[config.mk]
export PLATFORM = sky130hd
export DESIGN_NAME = pwm_prescale_chooser_flat
export DESIGN_NICKNAME = d
export VERILOG_FILES = /design/src/hw/rtl/pps_pkg.sv /design/src/hw/rtl/pps_if.sv /design/src/hw/rtl/pps_datapath.sv /design/src/hw/rtl/pps_ctrl.sv /design/src/hw/rtl/pwm_prescale_chooser.sv /design/src/flat_wrapper.sv
export SDC_FILE = /design/constraint.sdc
export NUM_CORES = 1
export LEC_CHECK = 0
export ABC_AREA = 0
export BUFFER_PORTS_ARGS = -buffer_cell sky130_fd_sc_hd__buf_4
export CAP_MARGIN = 20
export CORE_MARGIN = 5
export CORE_UTILIZATION = 64
export CTS_BUF_LIST = sky130_fd_sc_hd__clkbuf_8
export DETAILED_ROUTE_END_ITERATION = 10
export GPL_ROUTABILITY_DRIVEN = 0
export PLACE_DENSITY = 0.83
export SETUP_SLACK_MARGIN = 0.15
export SLEW_MARGIN = 0
export SYNTH_ARGS = -nofsm -noshare
export SYNTH_HDL_FRONTEND = slang
export SYNTH_SLANG_ARGS = --single-unit
[constraint.sdc]
create_clock -name clk -period 8.45 [get_ports clk]
set_input_delay 1.69 -clock clk [delete_from_list [all_inputs] [get_ports clk]]
set_output_delay 1.69 -clock clk [all_outputs]
set_load 0.01 [all_outputs]
[src/hw/rtl/pps_pkg.sv]
`default_nettype none

package pps_pkg;

  // Divider and search widths. The quotient of two 32-bit values fits in 32 bits.
  localparam int unsigned DIV_W   = 32;
  localparam int unsigned CNT_W   = $clog2(DIV_W);
  localparam int unsigned SCALE_W = 4;
  localparam int unsigned ERR_W   = DIV_W + 1;

  // Prescaler constants. The largest period, NATURAL_PERIOD << MAX_SCALE, fits in DIV_W bits.
  localparam logic [DIV_W-1:0]   NATURAL_PERIOD = DIV_W'(65536);
  localparam logic [SCALE_W-1:0] MAX_SCALE      = SCALE_W'(15);

  // Commands from the controller to the datapath.
  typedef struct packed {
    logic load;
    logic div_step;
    logic init;
    logic search_step;
    logic publish;
  } pps_cmd_t;

  // Status from the datapath to the controller.
  typedef struct packed {
    logic target_zero;
    logic div_last;
    logic stop;
  } pps_status_t;

endpackage

`default_nettype wire

[src/hw/rtl/pps_if.sv]
`default_nettype none

// Request channel: one target frequency per transfer.
interface pps_req_if;
  logic                      valid;
  logic                      ready;
  logic [pps_pkg::DIV_W-1:0] target_freq;

  modport source (output valid, output target_freq, input ready);
  modport sink   (input valid, input target_freq, output ready);
endinterface

// Result channel: one prescaler exponent per transfer.
interface pps_rsp_if;
  logic                        valid;
  logic                        ready;
  logic [pps_pkg::SCALE_W-1:0] scale;

  modport source (output valid, output scale, input ready);
  modport sink   (input valid, input scale, output ready);
endinterface

// Configuration channel: writes the counter clock frequency.
interface pps_cfg_if;
  logic                      valid;
  logic                      ready;
  logic [pps_pkg::DIV_W-1:0] input_clock_hz;

  modport source (output valid, output input_clock_hz, input ready);
  modport sink   (input valid, input input_clock_hz, output ready);
endinterface

`default_nettype wire

[src/hw/rtl/pps_datapath.sv]
`default_nettype none

module pps_datapath (
  input  wire logic                        clk,
  input  wire logic                        rst,
  input  wire logic                        cfg_write,
  input  wire logic [pps_pkg::DIV_W-1:0]   cfg_data,
  input  wire logic [pps_pkg::DIV_W-1:0]   target_freq,
  input  wire pps_pkg::pps_cmd_t           cmd,
  output pps_pkg::pps_status_t             status,
  output logic      [pps_pkg::SCALE_W-1:0] scale
);

  logic [pps_pkg::DIV_W-1:0]   clock_hz;
  logic [pps_pkg::DIV_W-1:0]   divisor;
  logic [pps_pkg::DIV_W-1:0]   quo;
  logic [pps_pkg::DIV_W-1:0]   rem;
  logic [pps_pkg::CNT_W-1:0]   cnt;
  logic [pps_pkg::DIV_W-1:0]   period;
  logic [pps_pkg::ERR_W-1:0]   err;
  logic [pps_pkg::SCALE_W-1:0] sc;

  logic [pps_pkg::DIV_W:0]     rem_sh;
  logic [pps_pkg::DIV_W:0]     rem_sub;
  logic                        fits;
  logic [pps_pkg::ERR_W-1:0]   want_ext;
  logic [pps_pkg::ERR_W-1:0]   nat_ext;
  logic [pps_pkg::ERR_W-1:0]   next;
  logic [pps_pkg::ERR_W-1:0]   next_err;
  logic [pps_pkg::ERR_W:0]     err2;
  logic [pps_pkg::ERR_W-1:0]   init_err;

  // One restoring divide step: shift in the next dividend bit, subtract if it fits.
  // The shifted remainder is below twice the divisor, so a borrow shows in the top bit.
  assign rem_sh  = {rem, quo[pps_pkg::DIV_W-1]};
  assign rem_sub = rem_sh - {1'b0, divisor};
  assign fits    = !rem_sub[pps_pkg::DIV_W];

  // After the divide, quo holds the target period.
  assign want_ext = {1'b0, quo};
  assign nat_ext  = {1'b0, pps_pkg::NATURAL_PERIOD};
  assign init_err = (want_ext > nat_ext) ? want_ext - nat_ext : nat_ext - want_ext;
  assign next     = {period, 1'b0};
  assign next_err = (want_ext > next) ? want_ext - next : next - want_ext;
  assign err2     = {err, 1'b0};

  assign status.target_zero = (target_freq == '0);
  assign status.div_last    = (cnt == pps_pkg::CNT_W'(pps_pkg::DIV_W - 1));
  assign status.stop        = (sc == pps_pkg::MAX_SCALE) ||
                              ((want_ext < next) && ({1'b0, next_err} >= err2));

  always_ff @(posedge clk) begin
    if (rst) begin
      clock_hz <= '0;
    end else if (cfg_write) begin
      clock_hz <= cfg_data;
    end
  end

  always_ff @(posedge clk) begin
    if (cmd.load) begin
      divisor <= target_freq;
      quo     <= clock_hz;
      rem     <= '0;
      cnt     <= '0;
      sc      <= status.target_zero ? pps_pkg::MAX_SCALE : '0;
    end
    if (cmd.div_step) begin
      if (fits) begin
        rem <= rem_sub[pps_pkg::DIV_W-1:0];
        quo <= {quo[pps_pkg::DIV_W-2:0], 1'b1};
      end else begin
        rem <= rem_sh[pps_pkg::DIV_W-1:0];
        quo <= {quo[pps_pkg::DIV_W-2:0], 1'b0};
      end
      cnt <= cnt + 1'b1;
    end
    if (cmd.init) begin
      period <= pps_pkg::NATURAL_PERIOD;
      err    <= init_err;
    end
    if (cmd.search_step && !status.stop) begin
      period <= next[pps_pkg::DIV_W-1:0];
      err    <= next_err;
      sc     <= sc + 1'b1;
    end
    if (cmd.publish) begin
      scale <= sc;
    end
  end

endmodule

`default_nettype wire

[src/hw/rtl/pps_ctrl.sv]
`default_nettype none

module pps_ctrl (
  input  wire logic                 clk,
  input  wire logic                 rst,
  input  wire logic                 req_valid,
  output logic                      req_ready,
  output logic                      rsp_valid,
  input  wire logic                 rsp_ready,
  input  wire pps_pkg::pps_status_t status,
  output pps_pkg::pps_cmd_t         cmd
);

  typedef enum logic [2:0] {
    ST_IDLE,
    ST_DIV,
    ST_INIT,
    ST_SEARCH,
    ST_FINISH
  } state_t;

  state_t state;
  logic   slot_free;

  assign slot_free = !rsp_valid || rsp_ready;
  assign req_ready = (state == ST_IDLE);

  always_comb begin
    cmd             = '0;
    cmd.load        = (state == ST_IDLE) && req_valid;
    cmd.div_step    = (state == ST_DIV);
    cmd.init        = (state == ST_INIT);
    cmd.search_step = (state == ST_SEARCH);
    cmd.publish     = (state == ST_FINISH) && slot_free;
  end

  always_ff @(posedge clk) begin
    if (rst) begin
      state     <= ST_IDLE;
      rsp_valid <= 1'b0;
    end else begin
      // A new result refills the output register in the cycle it empties.
      if ((state == ST_FINISH) && slot_free) begin
        rsp_valid <= 1'b1;
      end else if (rsp_ready) begin
        rsp_valid <= 1'b0;
      end
      case (state)
        ST_IDLE: begin
          if (req_valid) begin
            state <= status.target_zero ? ST_FINISH : ST_DIV;
          end
        end
        ST_DIV: begin
          if (status.div_last) begin
            state <= ST_INIT;
          end
        end
        ST_INIT: begin
          state <= ST_SEARCH;
        end
        ST_SEARCH: begin
          if (status.stop) begin
            state <= ST_FINISH;
          end
        end
        ST_FINISH: begin
          if (slot_free) begin
            state <= ST_IDLE;
          end
        end
        default: begin
          state <= ST_IDLE;
        end
      endcase
    end
  end

endmodule

`default_nettype wire

[src/hw/rtl/pwm_prescale_chooser.sv]
`default_nettype none

// A zero target skips straight to the result hand-off; any other runs a divide step per
// quotient bit, a setup step, search steps up to the stop decision and the result hand-off.
// Only one request is in flight at a time, and the serial divider sets the pace.
// A finished result waits in an output register, so the next request is taken meanwhile.
// Reset (rst, synchronous, active high) idles the controller, drops the result and
// clears the clock frequency register to zero.
module pwm_prescale_chooser (
  input  wire logic clk,
  input  wire logic rst,
  pps_cfg_if.sink   cfg,
  pps_req_if.sink   req,
  pps_rsp_if.source rsp
);

  pps_pkg::pps_cmd_t    cmd;
  pps_pkg::pps_status_t status;

  // The clock frequency register takes a write on every cycle; software must write it
  // only while no request is in progress, which the block itself does not enforce.
  assign cfg.ready = 1'b1;

  // The controller sequences each request: load, serial divide of the clock frequency by
  // the target, doubling search, result hand-off; a zero target skips to the hand-off.
  pps_ctrl u_ctrl (
    .clk       (clk),
    .rst       (rst),
    .req_valid (req.valid),
    .req_ready (req.ready),
    .rsp_valid (rsp.valid),
    .rsp_ready (rsp.ready),
    .status    (status),
    .cmd       (cmd)
  );

  // The datapath holds the divider, the period and error registers of the search, and
  // the result register that drives the scale on the response channel.
  pps_datapath u_datapath (
    .clk         (clk),
    .rst         (rst),
    .cfg_write   (cfg.valid),
    .cfg_data    (cfg.input_clock_hz),
    .target_freq (req.target_freq),
    .cmd         (cmd),
    .status      (status),
    .scale       (rsp.scale)
  );

endmodule

`default_nettype wire

[src/flat_wrapper.sv]
// flat-port wrapper written by rule: the top's interface ports become plain ports
module pwm_prescale_chooser_flat 
  (clk, rst, cfg_valid, cfg_input_clock_hz, cfg_ready, req_valid, req_target_freq, req_ready, rsp_valid, rsp_scale, rsp_ready);
  pps_cfg_if cfg_i ();
  pps_req_if req_i ();
  pps_rsp_if rsp_i ();
  input  wire logic clk;
  input  wire logic rst;
  input wire logic [$bits(cfg_i.valid)-1:0] cfg_valid;
  input wire logic [$bits(cfg_i.input_clock_hz)-1:0] cfg_input_clock_hz;
  output wire logic [$bits(cfg_i.ready)-1:0] cfg_ready;
  input wire logic [$bits(req_i.valid)-1:0] req_valid;
  input wire logic [$bits(req_i.target_freq)-1:0] req_target_freq;
  output wire logic [$bits(req_i.ready)-1:0] req_ready;
  output wire logic [$bits(rsp_i.valid)-1:0] rsp_valid;
  output wire logic [$bits(rsp_i.scale)-1:0] rsp_scale;
  input wire logic [$bits(rsp_i.ready)-1:0] rsp_ready;
  assign cfg_i.valid = cfg_valid;
  assign cfg_i.input_clock_hz = cfg_input_clock_hz;
  assign cfg_ready = cfg_i.ready;
  assign req_i.valid = req_valid;
  assign req_i.target_freq = req_target_freq;
  assign req_ready = req_i.ready;
  assign rsp_valid = rsp_i.valid;
  assign rsp_scale = rsp_i.scale;
  assign rsp_i.ready = rsp_ready;
  pwm_prescale_chooser u_core (.clk(clk), .rst(rst), .cfg(cfg_i), .req(req_i), .rsp(rsp_i));
endmodule
==> results.ini <==
[clock_network]
cts_root_buf=clkbuf_8
insertion_delay_ps=480
clk_path_buf_depth=2
cts.sinks=194
ctsResizeCount=0
cts_inserted_buffers=17
cts_setup_buffers=0
cts_hold_buffers=0
clkSlewWorstSetupHoldPaths_ps=110
h-tree-depth=4
cts_tree=done

[grt]
grt.total_usage_pct=27.6
grt_max_degree=65
first_global_vias=10100
grt_pass1_wl_um=49700
grt_antenna_before_repair=0
overflow=0

[routing]
wire_per_inst_um=18.2
viasPerCell=6.16
drt_iter0_drc=1150
antenna_left=0
vias=10400
firstDrtPassIters=6
post-route-drc-count=0
drt_wl_total_um=30700

[sta]
rsz0062_at_grt=false
period_needed_ps=6750
finalClockSkew_ps=14.2
worst_slew_pin_slew_ps=1070
max_freq_ghz=0.148
finalCritPeriodShare_pct=79.9
tns_ps=0
hold_viol_final=0
slew_headroom_pct=28.2
layout_setup_ws_ps=1700
setup_viol_count_final=0
finalMaxSlewViolations=0

[floorplanning]
rows=51
start_util_pct=65.2
die_h_um=151
dieArea_sq_um=22800
core_sq_um=19500
die_w_um=151
io_pins=76

[power_and_ir_drop]
p_leak_nw=5.92
vdd_ir_drop_max_v=0.000144
powerDensity_nw_per_um2=226

[yosys]
synthFlopType=edfxtp_1
synthArstFlopShare_pct=0
synth.net_count=1544
ys.warnings.count=0
synth_edf_count=158
ys_ff_latch=194
ys_seq_area_share_pct=42.9
ys_types=72
syn_area_sq_um=12700
syn_inst=1372
postSynthAreaPerCell_sq_um=9.28

[min_path]
hold_class=reg -> reg

[job]
maxCapViolCount=0

[critical_path]
worstSetupStartpointType=register
path_max_fanout=27
crit_type=reg -> reg
endpoint_kind=register
cp.required_ps=8610
cp.arrival_ps=6920

[cells_and_area]
multi_input_area_sq_um=6570
layout_common_cells=nand2_1 (166), edfxtp_1 (158), inv_1 (119), nor2_1 (110), ha_1 (101)
post-route-util_pct=70.9
area_growth_pct=8.80
layout-drive-gt1-share_pct=10.4
layout_commonest_cell=nand2_1
diodes=0
n_fill_cell=1528
nNetsFinal=1579
layout.area.seq_sq_um=5470

[run_status]
status=finished clean

[placement]
hpwl_um=22900
dp_slack_ps=1830
io_buffers=74

-- power by group --
| group | switching (mW) | internal, mW | leakage [nW] |
|---|---|---|---|
| Sequential | 0.0921 | 1.19 | 1.84 |
| Clock | 0.362 | 0.272 | 0.210 |
| Combinational | 0.731 | 0.488 | 3.88 |
| Total | 1.19 | 1.95 | 5.92 |
-- cell type report --
type | count | share of cell area [%]
multi-input cells | 991 | 47.4
flip-flops and latches | 194 | 39.5
repair buffers | 85 | 4.61
inverters | 118 | 3.20
well taps | 265 | 2.39
clock buffers | 17 | 1.69
clock inverters | 15 | 1.25
-- logic make-up (layout without fill, tap and decap cells) --
family	count (synthesis)	after routing	share of synthesized area, %
and+or+nand+nor	444	444	16.0
AOI/OAI and AO/OA	306	306	15.2
DFF	194	194	42.9
buffers and inverters	187	235	5.72
adders and majority gates	103	103	10.2
xor gates and xnor gates	92	92	6.33
muxes	45	45	3.60
other	1	1	0.0295
-- cell usage after synthesis (7+ instances only) --
library cell	number	area share [%]
and2_1	7	0.34
xor2_1	28	1.9
nand2b_1	11	0.54
a21o_1	28	1.7
nor3_1	29	1.1
edfxtp_1	158	37
o31ai_1	7	0.41
or3_1	9	0.44
xnor2_1	64	4.4
ha_1	101	9.9
nor2_1	110	3.2
buf_1	9	0.27
o21ai_0	93	3.7
o221ai_1	7	0.48
mux2i_1	39	3.1
and3_1	12	0.59
a211oi_1	8	0.47
inv_1	118	3.5
nand4_1	18	0.88
a31oi_1	10	0.49
nand2_1	168	5.0
o21bai_1	9	0.53
nand3_1	40	1.6
o211ai_1	15	0.88
dfxtp_1	36	5.7
clkbuf_1	53	1.6
a21oi_1	76	3.0
nor4_1	12	0.59
o21a_1	11	0.65
-- state kept, by name, summed over array words and instances (netlist names), 5 cells and up --
name	flops
u_core.u_datapath.divisor	32
u_core.u_datapath.period	16
u_core.u_datapath.cnt	5
u_core.u_datapath.err	33
u_core.u_datapath.rem	32
u_core.u_datapath.clock_hz	32
u_core.u_datapath.quo	32
-- path summary, 6_finish.rpt --
path | from | end | slack [ps] | cells past startpoint
max | u_core.u_datapath.quo[1] | u_core.u_datapath.err[25] | 1700 | 21
min | u_core.u_datapath.clock_hz[14] | u_core.u_datapath.clock_hz[14] | 500 | 2
min reg2reg | u_core.u_datapath.clock_hz[14] | u_core.u_datapath.clock_hz[14] | 500 | 2
max reg2reg | u_core.u_datapath.quo[1] | u_core.u_datapath.err[25] | 1700 | 21
-- critical path, cell delays in order, from the launching register on --
cell	delay [ps]
edfxtp_1	430
inv_1	130
ha_1	200
or3b_4	420
or4_4	460
or2_0	260
or4_1	620
nand3_1	790
mux2i_1	270
o311a_1	220
xnor2_1	100
ha_1	200
a21o_1	170
a21o_1	170
a21oi_1	140
nand2_1	60
o21a_1	180
o31ai_1	350
and2_1	200
inv_1	70
nand2_2	550
buf_4	440
-- metrics by stage --
stage / hold WS, ps / instances / cell area (sq um) / total power, mW
2_1_floorplan: 455 / 1372 / 12700 / 2.19
3_3_place_gp: 475 / 1653 / 13400 / 2.44
3_5_place_dp: 486 / 1653 / 13400 / 2.49
4_1_cts: 511 / 1685 / 13900 / 3.11
5_1_grt: 533 / 1685 / 13900 / 3.32
6_report: 505 / 1685 / 13900 / 3.13
-- per-layer routing --
layer / part of all wire [%] / vias up / track usage, %
li1: - / 4919 / -
met5: 0 / - / 0
met2: 49 / 464 / 46.8
met1: 41 / 4910 / 35.7
met4: 2.8 / 0 / 9.52
met3: 7.6 / 79 / 4.91
Note: power is estimated with default switching activity, not from simulation.
